===== config.mk =====
export PLATFORM = sky130hd
export DESIGN_NAME = sprite_frame_sequencer_unit_flat
export DESIGN_NICKNAME = d
export VERILOG_FILES = /design/src/design/sfs_pkg.sv /design/src/design/sfs_item_if.sv /design/src/design/sfs_result_if.sv /design/src/design/sfs_cfg_if.sv /design/src/design/sfs_cfg_regs.sv /design/src/design/sfs_step.sv /design/src/design/sfs_core.sv /design/src/design/sprite_frame_sequencer_unit.sv /design/src/flat_wrapper.sv
export VERILOG_INCLUDE_DIRS = /design/src /design/src/design
export SDC_FILE = /design/constraint.sdc
export NUM_CORES = 1
export LEC_CHECK = 0
export BUFFER_PORTS_ARGS = -buffer_cell sky130_fd_sc_hd__buf_2
export CAP_MARGIN = 30
export CORE_ASPECT_RATIO = 1.25
export CORE_MARGIN = 2
export CORE_UTILIZATION = 55
export CTS_CLUSTER_DIAMETER = 60
export CTS_CLUSTER_SIZE = 14
export DETAILED_ROUTE_END_ITERATION = 12
export GPL_TIMING_DRIVEN = 0
export HOLD_SLACK_MARGIN = 0.02
export PLACE_DENSITY = 0.71
export SLEW_MARGIN = 20
export SYNTH_ARGS = -nofsm -noshare
export SYNTH_HDL_FRONTEND = slang
export SYNTH_HIERARCHICAL = 1
export SYNTH_SLANG_ARGS = --single-unit

===== constraint.sdc =====
create_clock -name clk -period 5.5 [get_ports clk]
set_input_delay 1.1 -clock clk [delete_from_list [all_inputs] [get_ports clk]]
set_output_delay 1.1 -clock clk [all_outputs]
set_load 0.01 [all_outputs]

===== src/design/sprite_frame_sequencer_unit_assert.svh =====
// Assertion macros for the sprite frame sequencer RTL.
`ifndef SPRITE_FRAME_SEQUENCER_UNIT_ASSERT_SVH
`define SPRITE_FRAME_SEQUENCER_UNIT_ASSERT_SVH

// Same-cycle implication, disabled in reset.
`define SFS_ASSERT_IMPL(lbl, clk, rst, ante, cons) \
  lbl: assert property (@(posedge clk) disable iff (rst) (ante) |-> (cons)) \
    else $error("sequencer check failed");

// Next-cycle implication, disabled in reset.
`define SFS_ASSERT_NEXT(lbl, clk, rst, ante, cons) \
  lbl: assert property (@(posedge clk) disable iff (rst) (ante) |=> (cons)) \
    else $error("sequencer check failed");

`endif


===== src/design/sfs_pkg.sv =====
package sfs_pkg;

  // Sizes
  localparam int ROWS       = 8;
  localparam int MAX_FRAMES = 16;
  localparam int MODE_W     = 2;
  localparam int TIME_W     = 16;
  localparam int ACC_W      = 17;
  localparam int ROW_W      = 3;
  localparam int STYLE_W    = 2;
  localparam int FRAME_W    = 4;
  localparam int PACKED_W   = 32;
  localparam int CFG_IDX_W  = 2;
  localparam int CFG_DATA_W = 32;

  localparam logic [ACC_W-1:0] ACC_MAX = '1;

  // Request modes
  localparam logic [MODE_W-1:0] MODE_TICK  = 2'd0;
  localparam logic [MODE_W-1:0] MODE_SET   = 2'd1;
  localparam logic [MODE_W-1:0] MODE_QUEUE = 2'd2;

  // Play styles (code 3 plays as loop)
  localparam logic [STYLE_W-1:0] STYLE_LOOP     = 2'd0;
  localparam logic [STYLE_W-1:0] STYLE_ONCE     = 2'd1;
  localparam logic [STYLE_W-1:0] STYLE_PINGPONG = 2'd2;

  // Config register indexes
  localparam logic [CFG_IDX_W-1:0] CFG_FRAMES_PER_ROW = 2'd0;
  localparam logic [CFG_IDX_W-1:0] CFG_DEFAULT_ROW    = 2'd1;
  localparam logic [CFG_IDX_W-1:0] CFG_DEFAULT_PERIOD = 2'd2;
  localparam logic [CFG_IDX_W-1:0] CFG_DEFAULT_STYLE  = 2'd3;

  typedef struct packed {
    logic [MODE_W-1:0]  mode;
    logic [TIME_W-1:0]  elapsed;
    logic [ROW_W-1:0]   anim_row;
    logic [TIME_W-1:0]  frame_period;
    logic [STYLE_W-1:0] play_style;
  } sfs_item_t;

  typedef struct packed {
    logic [FRAME_W-1:0] frame_index;
    logic [ROW_W-1:0]   row_index;
    logic               going_forward;
    logic               frame_changed;
  } sfs_result_t;

  typedef struct packed {
    logic [PACKED_W-1:0] frames_per_row_packed;
    logic [ROW_W-1:0]    default_row;
    logic [TIME_W-1:0]   default_period;
    logic [STYLE_W-1:0]  default_style;
  } sfs_cfg_t;

  typedef struct packed {
    logic [ACC_W-1:0]   time_accum;
    logic [ROW_W-1:0]   cur_row;
    logic [TIME_W-1:0]  cur_period;
    logic [STYLE_W-1:0] cur_style;
    logic [FRAME_W-1:0] frame_pos;
    logic               forward_flag;
    logic [ROW_W-1:0]   queued_row;
    logic [TIME_W-1:0]  queued_period;
    logic [STYLE_W-1:0] queued_style;
  } sfs_state_t;

  localparam sfs_state_t STATE_RESET = '{
    time_accum: '0, cur_row: '0, cur_period: '0, cur_style: STYLE_LOOP,
    frame_pos: '0, forward_flag: 1'b1, queued_row: '0, queued_period: '0,
    queued_style: '0
  };

  // Last frame index of a row; rows past ROWS hold one frame
  function automatic logic [FRAME_W-1:0] last_frame(logic [PACKED_W-1:0] pk,
                                                    logic [ROW_W-1:0] row);
    logic [FRAME_W-1:0] n;
    n = pk[{row, 2'b00} +: FRAME_W];
    if (int'(row) >= ROWS) begin
      n = '0;
    end else if (int'(n) > MAX_FRAMES - 1) begin
      n = FRAME_W'(MAX_FRAMES - 1);
    end
    return n;
  endfunction

endpackage


===== src/design/sfs_item_if.sv =====
interface sfs_item_if import sfs_pkg::*; ();
  logic               valid;
  logic               ready;
  logic [MODE_W-1:0]  mode;
  logic [TIME_W-1:0]  elapsed;
  logic [ROW_W-1:0]   anim_row;
  logic [TIME_W-1:0]  frame_period;
  logic [STYLE_W-1:0] play_style;

  modport source (output valid, mode, elapsed, anim_row, frame_period, play_style,
                  input ready);
  modport sink (input valid, mode, elapsed, anim_row, frame_period, play_style,
                output ready);
endinterface


===== src/design/sfs_result_if.sv =====
interface sfs_result_if import sfs_pkg::*; ();
  logic               valid;
  logic               ready;
  logic [FRAME_W-1:0] frame_index;
  logic [ROW_W-1:0]   row_index;
  logic               going_forward;
  logic               frame_changed;

  modport source (output valid, frame_index, row_index, going_forward, frame_changed,
                  input ready);
  modport sink (input valid, frame_index, row_index, going_forward, frame_changed,
                output ready);
endinterface


===== src/design/sfs_cfg_if.sv =====
interface sfs_cfg_if import sfs_pkg::*; ();
  logic                  valid;
  logic                  ready;
  logic [CFG_IDX_W-1:0]  index;
  logic [CFG_DATA_W-1:0] data;

  modport source (output valid, index, data, input ready);
  modport sink (input valid, index, data, output ready);
endinterface


===== src/design/sfs_cfg_regs.sv =====
module sfs_cfg_regs import sfs_pkg::*; (
  input  logic     clk,
  input  logic     rst,
  sfs_cfg_if.sink  cfg,
  output sfs_cfg_t regs
);

  // Writes are always taken
  assign cfg.ready = 1'b1;

  // Register file
  always_ff @(posedge clk) begin
    if (rst) begin
      regs <= '0;
    end else if (cfg.valid) begin
      unique case (cfg.index)
        CFG_FRAMES_PER_ROW: regs.frames_per_row_packed <= cfg.data;
        CFG_DEFAULT_ROW:    regs.default_row    <= cfg.data[ROW_W-1:0];
        CFG_DEFAULT_PERIOD: regs.default_period <= cfg.data[TIME_W-1:0];
        CFG_DEFAULT_STYLE:  regs.default_style  <= cfg.data[STYLE_W-1:0];
        default: ;
      endcase
    end
  end

endmodule


===== src/design/sfs_step.sv =====
module sfs_step import sfs_pkg::*; (
  input  sfs_item_t   item,
  input  sfs_state_t  state,
  input  sfs_cfg_t    regs,
  output sfs_state_t  state_next,
  output sfs_result_t res
);

  logic [ACC_W:0]     sum;
  logic [ACC_W-1:0]   acc_sat;
  logic               step;
  logic [FRAME_W-1:0] last;
  logic               changed;

  // Saturating accumulate and period compare
  assign sum     = {1'b0, state.time_accum} + (ACC_W+1)'(item.elapsed);
  assign acc_sat = sum[ACC_W] ? ACC_MAX : sum[ACC_W-1:0];
  assign step    = acc_sat >= ACC_W'(state.cur_period);
  assign last    = last_frame(regs.frames_per_row_packed, state.cur_row);

  // Next state
  always_comb begin
    state_next = state;
    changed    = 1'b0;
    case (item.mode)
      MODE_TICK: begin
        state_next.time_accum = acc_sat;
        if (step) begin
          state_next.time_accum = acc_sat - ACC_W'(state.cur_period);
          if (state.forward_flag && state.frame_pos < last) begin
            state_next.frame_pos = state.frame_pos + 1'b1;
          end else if (!state.forward_flag && state.frame_pos != '0) begin
            state_next.frame_pos = state.frame_pos - 1'b1;
          end else if (state.queued_period != '0) begin
            // end of run: queued animation takes over
            state_next.cur_row       = state.queued_row;
            state_next.cur_period    = state.queued_period;
            state_next.cur_style     = state.queued_style;
            state_next.frame_pos     = '0;
            state_next.forward_flag  = 1'b1;
            state_next.queued_row    = '0;
            state_next.queued_period = '0;
            state_next.queued_style  = '0;
          end else if (state.cur_style == STYLE_ONCE) begin
            // end of run: back to default
            state_next.cur_row       = regs.default_row;
            state_next.cur_period    = regs.default_period;
            state_next.cur_style     = regs.default_style;
            state_next.frame_pos     = '0;
            state_next.forward_flag  = 1'b1;
            state_next.queued_row    = '0;
            state_next.queued_period = '0;
            state_next.queued_style  = '0;
          end else if (state.cur_style == STYLE_PINGPONG) begin
            // end of run: reverse
            if (state.forward_flag) begin
              if (state.frame_pos != '0) state_next.frame_pos = state.frame_pos - 1'b1;
            end else begin
              if (state.frame_pos < last) state_next.frame_pos = state.frame_pos + 1'b1;
            end
            state_next.forward_flag = !state.forward_flag;
          end else begin
            state_next.frame_pos = '0;
          end
        end
        changed = (state_next.frame_pos  != state.frame_pos)  ||
                  (state_next.cur_row    != state.cur_row)    ||
                  (state_next.cur_period != state.cur_period) ||
                  (state_next.cur_style  != state.cur_style);
      end
      MODE_SET: begin
        state_next.cur_row       = item.anim_row;
        state_next.cur_period    = item.frame_period;
        state_next.cur_style     = item.play_style;
        state_next.frame_pos     = '0;
        state_next.forward_flag  = 1'b1;
        state_next.queued_row    = '0;
        state_next.queued_period = '0;
        state_next.queued_style  = '0;
        changed                  = 1'b1;
      end
      MODE_QUEUE: begin
        state_next.queued_row    = item.anim_row;
        state_next.queued_period = item.frame_period;
        state_next.queued_style  = item.play_style;
      end
      default: ;
    endcase
  end

  // Result fields
  assign res.frame_index   = state_next.frame_pos;
  assign res.row_index     = state_next.cur_row;
  assign res.going_forward = state_next.forward_flag;
  assign res.frame_changed = changed;

endmodule


===== src/design/sfs_core.sv =====
`include "sprite_frame_sequencer_unit_assert.svh"

module sfs_core import sfs_pkg::*; (
  input  logic       clk,
  input  logic       rst,
  input  sfs_cfg_t   regs,
  sfs_item_if.sink   item,
  sfs_result_if.source result
);

  logic        s1_valid;
  sfs_item_t   s1_item;
  sfs_item_t   in_item;
  logic        adv;
  sfs_state_t  state;
  sfs_state_t  state_next;
  logic        res_valid;
  sfs_result_t res;
  sfs_result_t res_next;

  // Handshake: stage moves when the result register is free or being drained
  assign adv        = !res_valid || result.ready;
  assign item.ready = !s1_valid || adv;

  assign in_item = '{mode: item.mode, elapsed: item.elapsed, anim_row: item.anim_row,
                     frame_period: item.frame_period, play_style: item.play_style};

  // Input register
  always_ff @(posedge clk) begin
    if (rst) begin
      s1_valid <= 1'b0;
    end else if (item.ready) begin
      s1_valid <= item.valid;
    end
    if (item.ready && item.valid) begin
      s1_item <= in_item;
    end
  end

  sfs_step u_step (
    .item       (s1_item),
    .state      (state),
    .regs       (regs),
    .state_next (state_next),
    .res        (res_next)
  );

  // State and result register
  always_ff @(posedge clk) begin
    if (rst) begin
      state     <= STATE_RESET;
      res_valid <= 1'b0;
    end else if (adv) begin
      res_valid <= s1_valid;
      if (s1_valid) begin
        state <= state_next;
      end
    end
    if (adv && s1_valid) begin
      res <= res_next;
    end
  end

  assign result.valid         = res_valid;
  assign result.frame_index   = res.frame_index;
  assign result.row_index     = res.row_index;
  assign result.going_forward = res.going_forward;
  assign result.frame_changed = res.frame_changed;

  // Checks
  `SFS_ASSERT_NEXT(a_hold_item, clk, rst, s1_valid && !adv, s1_valid)
  `SFS_ASSERT_NEXT(a_state_idle, clk, rst, !(s1_valid && adv), $stable(state))
  `SFS_ASSERT_NEXT(a_set_result, clk, rst, s1_valid && adv && s1_item.mode == MODE_SET,
                   res.frame_changed && res.frame_index == '0 && res.going_forward)
  `SFS_ASSERT_NEXT(a_queue_quiet, clk, rst, s1_valid && adv && s1_item.mode == MODE_QUEUE,
                   !res.frame_changed && res_valid)

endmodule


===== src/design/sprite_frame_sequencer_unit.sv =====
// Channel   Role    Handshake      Payload
// item      sink    valid/ready    mode, elapsed, anim_row, frame_period, play_style
// result    source  valid/ready    frame_index, row_index, going_forward, frame_changed
// cfg       sink    valid/ready    index, data (ready always high)
//
// A request passes through the input register, then the step logic into the state and
// result registers. Throughput: one request per cycle while result.ready stays high.
// Reset (rst, synchronous) clears config to 0 and state to frame 0, forward, empty queue.
// A stalled result holds; the input register then fills and item.ready drops.
module sprite_frame_sequencer_unit import sfs_pkg::*; (
  input  logic         clk,
  input  logic         rst,
  sfs_item_if.sink     item,
  sfs_result_if.source result,
  sfs_cfg_if.sink      cfg
);

  sfs_cfg_t regs;

  sfs_cfg_regs u_cfg_regs (
    .clk  (clk),
    .rst  (rst),
    .cfg  (cfg),
    .regs (regs)
  );

  sfs_core u_core (
    .clk    (clk),
    .rst    (rst),
    .regs   (regs),
    .item   (item),
    .result (result)
  );

endmodule

===== src/flat_wrapper.sv =====
// flat-port wrapper written by rule: the top's interface ports become plain ports
module sprite_frame_sequencer_unit_flat import sfs_pkg::*;
  (clk, rst, item_valid, item_mode, item_elapsed, item_anim_row, item_frame_period, item_play_style, item_ready, result_valid, result_frame_index, result_row_index, result_going_forward, result_frame_changed, result_ready, cfg_valid, cfg_index, cfg_data, cfg_ready);
  sfs_item_if item_i ();
  sfs_result_if result_i ();
  sfs_cfg_if cfg_i ();
  input  logic clk;
  input  logic rst;
  input wire logic [$bits(item_i.valid)-1:0] item_valid;
  input wire logic [$bits(item_i.mode)-1:0] item_mode;
  input wire logic [$bits(item_i.elapsed)-1:0] item_elapsed;
  input wire logic [$bits(item_i.anim_row)-1:0] item_anim_row;
  input wire logic [$bits(item_i.frame_period)-1:0] item_frame_period;
  input wire logic [$bits(item_i.play_style)-1:0] item_play_style;
  output wire logic [$bits(item_i.ready)-1:0] item_ready;
  output wire logic [$bits(result_i.valid)-1:0] result_valid;
  output wire logic [$bits(result_i.frame_index)-1:0] result_frame_index;
  output wire logic [$bits(result_i.row_index)-1:0] result_row_index;
  output wire logic [$bits(result_i.going_forward)-1:0] result_going_forward;
  output wire logic [$bits(result_i.frame_changed)-1:0] result_frame_changed;
  input wire logic [$bits(result_i.ready)-1:0] result_ready;
  input wire logic [$bits(cfg_i.valid)-1:0] cfg_valid;
  input wire logic [$bits(cfg_i.index)-1:0] cfg_index;
  input wire logic [$bits(cfg_i.data)-1:0] cfg_data;
  output wire logic [$bits(cfg_i.ready)-1:0] cfg_ready;
  assign item_i.valid = item_valid;
  assign item_i.mode = item_mode;
  assign item_i.elapsed = item_elapsed;
  assign item_i.anim_row = item_anim_row;
  assign item_i.frame_period = item_frame_period;
  assign item_i.play_style = item_play_style;
  assign item_ready = item_i.ready;
  assign result_valid = result_i.valid;
  assign result_frame_index = result_i.frame_index;
  assign result_row_index = result_i.row_index;
  assign result_going_forward = result_i.going_forward;
  assign result_frame_changed = result_i.frame_changed;
  assign result_i.ready = result_ready;
  assign cfg_i.valid = cfg_valid;
  assign cfg_i.index = cfg_index;
  assign cfg_i.data = cfg_data;
  assign cfg_ready = cfg_i.ready;
  sprite_frame_sequencer_unit u_core (.clk(clk), .rst(rst), .item(item_i), .result(result_i), .cfg(cfg_i));
endmodule

# Word level (Yosys, flattened, before mapping)
# Cells that the tools add are included.
[word_totals]
output_inout_bits = 12
word_cells = 93
ff_bits = 167
inputBits = 78
[op_classes]
shift = 1
magnitude_cmp = 2
n_reduce_logical = 26
n_eq_ne = 15
add_sub_neg = 4
muxes = 21
[ops]
columns = ["operator", "n"]
rows = [
  ["64-bit two-way mux", 2],
  ["21-bit two-way mux", 4],
  ["21-bit case mux with 3 select lines", 1],
  ["26-bit case mux with 2 select lines", 1],
  ["47-bit two-way mux", 1],
  ["22-bit two-way mux", 2],
  ["32-bit by 6-bit variable part select with 4-bit output", 1],
  ["4-bit two-way mux", 6],
  ["17-bit by 16-bit adder with 18-bit output", 1],
  ["17-bit by 16-bit >= comparator with 1-bit output", 1],
  ["17-bit two-way mux", 1],
  ["17-bit by 16-bit subtractor with 17-bit output", 1],
  ["16-bit != test", 1],
  ["16-bit nonzero test", 1],
  ["2-bit AND reduction", 5],
  ["2-bit == test (second input constant)", 4],
  ["7-bit AND reduction", 1],
  ["2-bit by 1-bit == test with 1-bit output (second input constant)", 3],
  ["3-bit AND reduction", 2],
  ["1-bit logical OR", 5],
  ["5-bit two-way mux", 1],
  ["4-bit by 1-bit adder with 4-bit output (second input constant)", 1],
  ["1-bit logical AND", 4],
  ["2-bit zero test", 2],
  ["14 further kinds", 17],
]

# Longest topological paths before layout
[depth]
ltp_word = 16
depth_mapped = 24

# Modules after synthesis
# The synthesis kept the hierarchy.
[modules_own_cells]
columns = ["mod", "instances", "cells_per_inst", "area_each_um2"]
rows = [
  ["sfs_step", 1, 721, 4668.2],
  ["sfs_core", 1, 335, 4398.0],
  ["sfs_cfg_regs", 1, 212, 2289.7],
]

# Worst setup path before layout
# Ideal clock, no wire load.
[synth_path]
path_kind = "reg2reg"
startpoint = "register u_core/u_core/s1_item[24] (netlist name)"
endpoint = "register u_core/u_core/state[44] (netlist name)"
required_ns = 5.381
t_arrival_ns = 4.636
n_path_buf = 5
path_slack_ns = 0.745
path_stages_with_launch = 25
path_cell_list = "edfxtp_1 > ha_1 > a21o_1 > a21oi_1 > a21oi_1 > o21ai_0 > o21ai_0 > nand2_1 > clkbuf_1 > nand2_1 > ha_1 > a21o_1 > a31oi_1 > nand2_1 > a221o_1 > o211a_1 > or3b_1 > buf_2 > buf_2 > buf_2 > a32oi_1 > o22ai_1 > buf_4 > nand2b_1 > mux2i_1"
[synth_lines]
columns = ["element", "line", "rtl"]
rows = [
  ["start, declared", "sfs_core.sv:12", "sfs_item_t s1_item;"],
  ["start signal, assigned", "sfs_core.sv:36", "s1_item <= in_item;"],
]

==> impl_metrics.ini <==
[cts]
cts.sinks = 167
clockBufferDepth = 2
cts.htree.levels = 4
cts-root-buf = clkbuf_16
clk-insertion-delay-late_ns = 0.43
postCtsHoldBufs = 0
cts_tree = done
clk_pin_slew_ns = 0.07
cts_buffers = 17

[route]
drc_errors = 0
drt_iter0_markers = 837
detail_route.vias_per_cell = 6.08
wirelength_um = 35800
ant_nets = 0
wire_per_inst_um = 21.5
vias = 10111
first_pass_iters = 5

[synthesis]
synth_seq_cells = 167
synthTopCellsByArea = dfxtp_1 21%, edfxtp_1 13%, nand2b_1 13%
ys_seq_area_share_pct = 33.7
synth_commonest_cells = 229 x nand2b_1, 130 x mux2i_1, 119 x dfxtp_1
synth-simple-area-share_pct = 22.5
synth_area_um2 = 11400
synth_enable_flop_cells = 48
synth_top_family_by_area = simple AND/OR/NAND/NOR gates
yosys.area.top_type = dfxtp_1
yosysMostFrequentCell = nand2b_1
synth_cell_types = 82
muxShareOfSynthArea_pct = 13.2
synthesis.nets = 1385
synth_xor_area_share_pct = 2.01
ys_warn_count = 6
async_flop_share_pct = 0
netlist.area_leader.share_pct = 21.0
synth_fa_ha_area_share_pct = 4.43
synth_area_per_cell_um2 = 8.96
synth_top_flop_cell = dfxtp_1
synth_compound_area_share_pct = 18.1
synth_cells = 1268

[final_layout]
layout-drive-gt1-share_pct = 15.4
num-fill-cells = 1764
design_area_um2 = 13000
fin_cells = 1663
antenna_cells = 0
nNetsFinal = 1497
syn2layout_area_growth_pct = 14.2

[setup_path]
cp_data_required_time_ns = 5.86
rr_startpoint = u_core/u_core/s1_item[22]$_DFFE_PP_
cp-start-kind = flop
ff2ff_path_depth = 24
max_stage_delay_ns = 0.42
crit_end = u_core/u_core/state[44]$_SDFFE_PP0P_
cp_cell_sequence = ha_1, a21o_1, nand4_1, a21oi_2, buf_4, or2_2, a21oi_1, mux2i_1, or3_1, ha_4, and3_1, nand2_1, nor2_1, a221o_1, o211a_1, or3b_1, buf_2, nand2_1, a21oi_2, buf_2, o22ai_2, buf_4, nand2b_1, mux2i_1
end_kind = flop
crit_slowest_cell = edfxtp_1
rr_endpoint = u_core/u_core/state[44]$_SDFFE_PP0P_
r2r_slack_ns = 0.21
timing_worst_setup_path_type = flop to flop
cp.arrival_ns = 5.65
cp_max_fo = 10
startpoint = u_core/u_core/s1_item[22]$_DFFE_PP_

[die]
die_x_um = 133
die_area_um2 = 21800
row_count = 58
die_y_um = 165
floorplan.initialDensity_pct = 56.3
core_um2 = 20200
io_pins = 90

[worst_hold_path]
min_path_type = flop to flop

[global_routing]
grt_max_degree = 22
grt_overflow = 0
antenna_found_initial = 0
grt_pass1_vias = 9777
track_usage_pct = 32.6
grt_pass1_wl_um = 54800

[timing]
timing.final.crit_share_pct = 96.1
fin_crit_ns = 5.29
setup_violations = 0
worstMarginPinSlew_ns = 0.879
finalHoldViolCount = 0
worst_clock_skew_ns = 0.0171
max_freq_mhz = 189
slew_headroom_pct = 41.3
maxSlewViolCount = 0
worst_slack_ns = 0.213

[place]
pre_cts_ws_ns = -0.709
dp_cells = 1627
port_buffers = 87
gp_congestion = 1.01
hpwl_um = 27600
place_area_um2 = 12200

[power]
p_leak_nw = 4.94
ir_drop_mv = 0.211
p_per_area_nw_per_um2 = 266

[job]
drv_cap = 0

[outcome]
status = completed
## routing by layer
metal	track usage, %	up-vias	routed length (µm)
li1	-	4781	-
met1	37.4	4802	14000
met2	59.9	437	18100
met3	4.42	91	2100
met4	15.4	0	1640
met5	0	-	0
## power breakdown
part	internal [mW]	switching [mW]	total [mW]
clock	0.730	0.551	1.28
combinational	0.336	0.474	0.810
sequential	1.32	0.0472	1.36
total	2.38	1.07	3.45
## cell type report
cell class | instances | area [µm²] | area share, %
multi-input combinational | 972 | 6970 | 53.8
sequential | 167 | 3820 | 29.5
buffer | 94 | 571 | 4.40
timing repair buffer | 93 | 520 | 4.01
clock buffer | 18 | 429 | 3.31
tap | 270 | 338 | 2.61
clock inverter | 14 | 184 | 1.42
inverter | 35 | 131 | 1.01
## sequential cells by signal (all words and copies together), names as in the netlist
register and cells:
u_core/u_core/result.valid 1, u_core/u_core/s1_valid 1, u_core/u_core/result.going_forward 1, u_core/u_core/s1_item 39, u_core/u_core/state 64, u_core/u_core/result.frame_index 4
u_core/u_core/result.row_index 3, u_core/u_core/result.frame_changed 1, u_core/u_cfg_regs/regs 53
## cells in the final DEF, fill, tap and decap left out, types with 21 or more instances in the layout
| cell | netlist | routed |
|---|---|---|
| nand2b_1 | 229 | 229 |
| a21oi_1 | 82 | 77 |
| o22ai_1 | 26 | 25 |
| o21ai_0 | 53 | 49 |
| ha_1 | 37 | 34 |
| nor2_1 | 51 | 50 |
| buf_2 | 9 | 95 |
| dfxtp_1 | 119 | 119 |
| inv_1 | 35 | 35 |
| edfxtp_1 | 48 | 48 |
| nand2_1 | 91 | 90 |
| mux2i_1 | 130 | 130 |
| clkbuf_1 | 58 | 56 |
| a22o_1 | 21 | 21 |
## critical path, delay by kind of cell, from the launching register on
kind,cells,cell delay [ns]
AOI/OAI and AO/OA,7,1.54
adders and majority gates,2,0.56
buffers and inverters,4,0.70
DFF,1,0.42
muxes,2,0.22
and+or+nand+nor,9,1.79
## kinds of logic (layout without fill, tap and decap cells)
family / Yosys count / in the layout
AOI/OAI and AO/OA: 309 / 309
muxes: 142 / 142
DFF: 167 / 167
xor gates and xnor gates: 26 / 26
buffers and inverters: 129 / 254
and+or+nand+nor: 455 / 455
other: 1 / 1
adders and majority gates: 39 / 39
## stage by stage
stage / utilization (%) / setup TNS, ns / hold slack (ns) / total power, mW
2_1_floorplan: - / 0 / 0.445 / 1.92
3_3_place_gp: 60.1 / -20.85 / 0.457 / 2.15
3_5_place_dp: 60.5 / -25.63 / 0.462 / 2.15
4_1_cts: 63.7 / 0 / 0.476 / 3.43
5_1_grt: 64.3 / -0.00203 / 0.495 / 3.58
6_report: 64.3 / 0 / 0.476 / 3.45
## worst min path at each step
stage	startpoint	cells after the start	to	slack, ns
CTS	u_core/u_cfg_regs/regs[24]$_SDFFE_PP0P_	2	u_core/u_cfg_regs/regs[24]$_SDFFE_PP0P_	0.48
floorplan	u_core/u_cfg_regs/regs[33]$_SDFFE_PP0P_	2	u_core/u_cfg_regs/regs[33]$_SDFFE_PP0P_	0.45
global route	u_core/u_cfg_regs/regs[44]$_SDFFE_PP0P_	2	u_core/u_cfg_regs/regs[44]$_SDFFE_PP0P_	0.50
detailed placement	u_core/u_cfg_regs/regs[45]$_SDFFE_PP0P_	2	u_core/u_cfg_regs/regs[45]$_SDFFE_PP0P_	0.46
finish	u_core/u_cfg_regs/regs[29]$_SDFFE_PP0P_	2	u_core/u_cfg_regs/regs[29]$_SDFFE_PP0P_	0.48
global placement	u_core/u_cfg_regs/regs[35]$_SDFFE_PP0P_	2	u_core/u_cfg_regs/regs[35]$_SDFFE_PP0P_	0.46
## timing repair
action                                  4_1_cts  5_1_grt
buffers inserted                              1        3
pin swaps                                     1       10
resized for setup                            13       27
endpoints found under the setup margin       72       57
(Power assumes the default switching activity.)
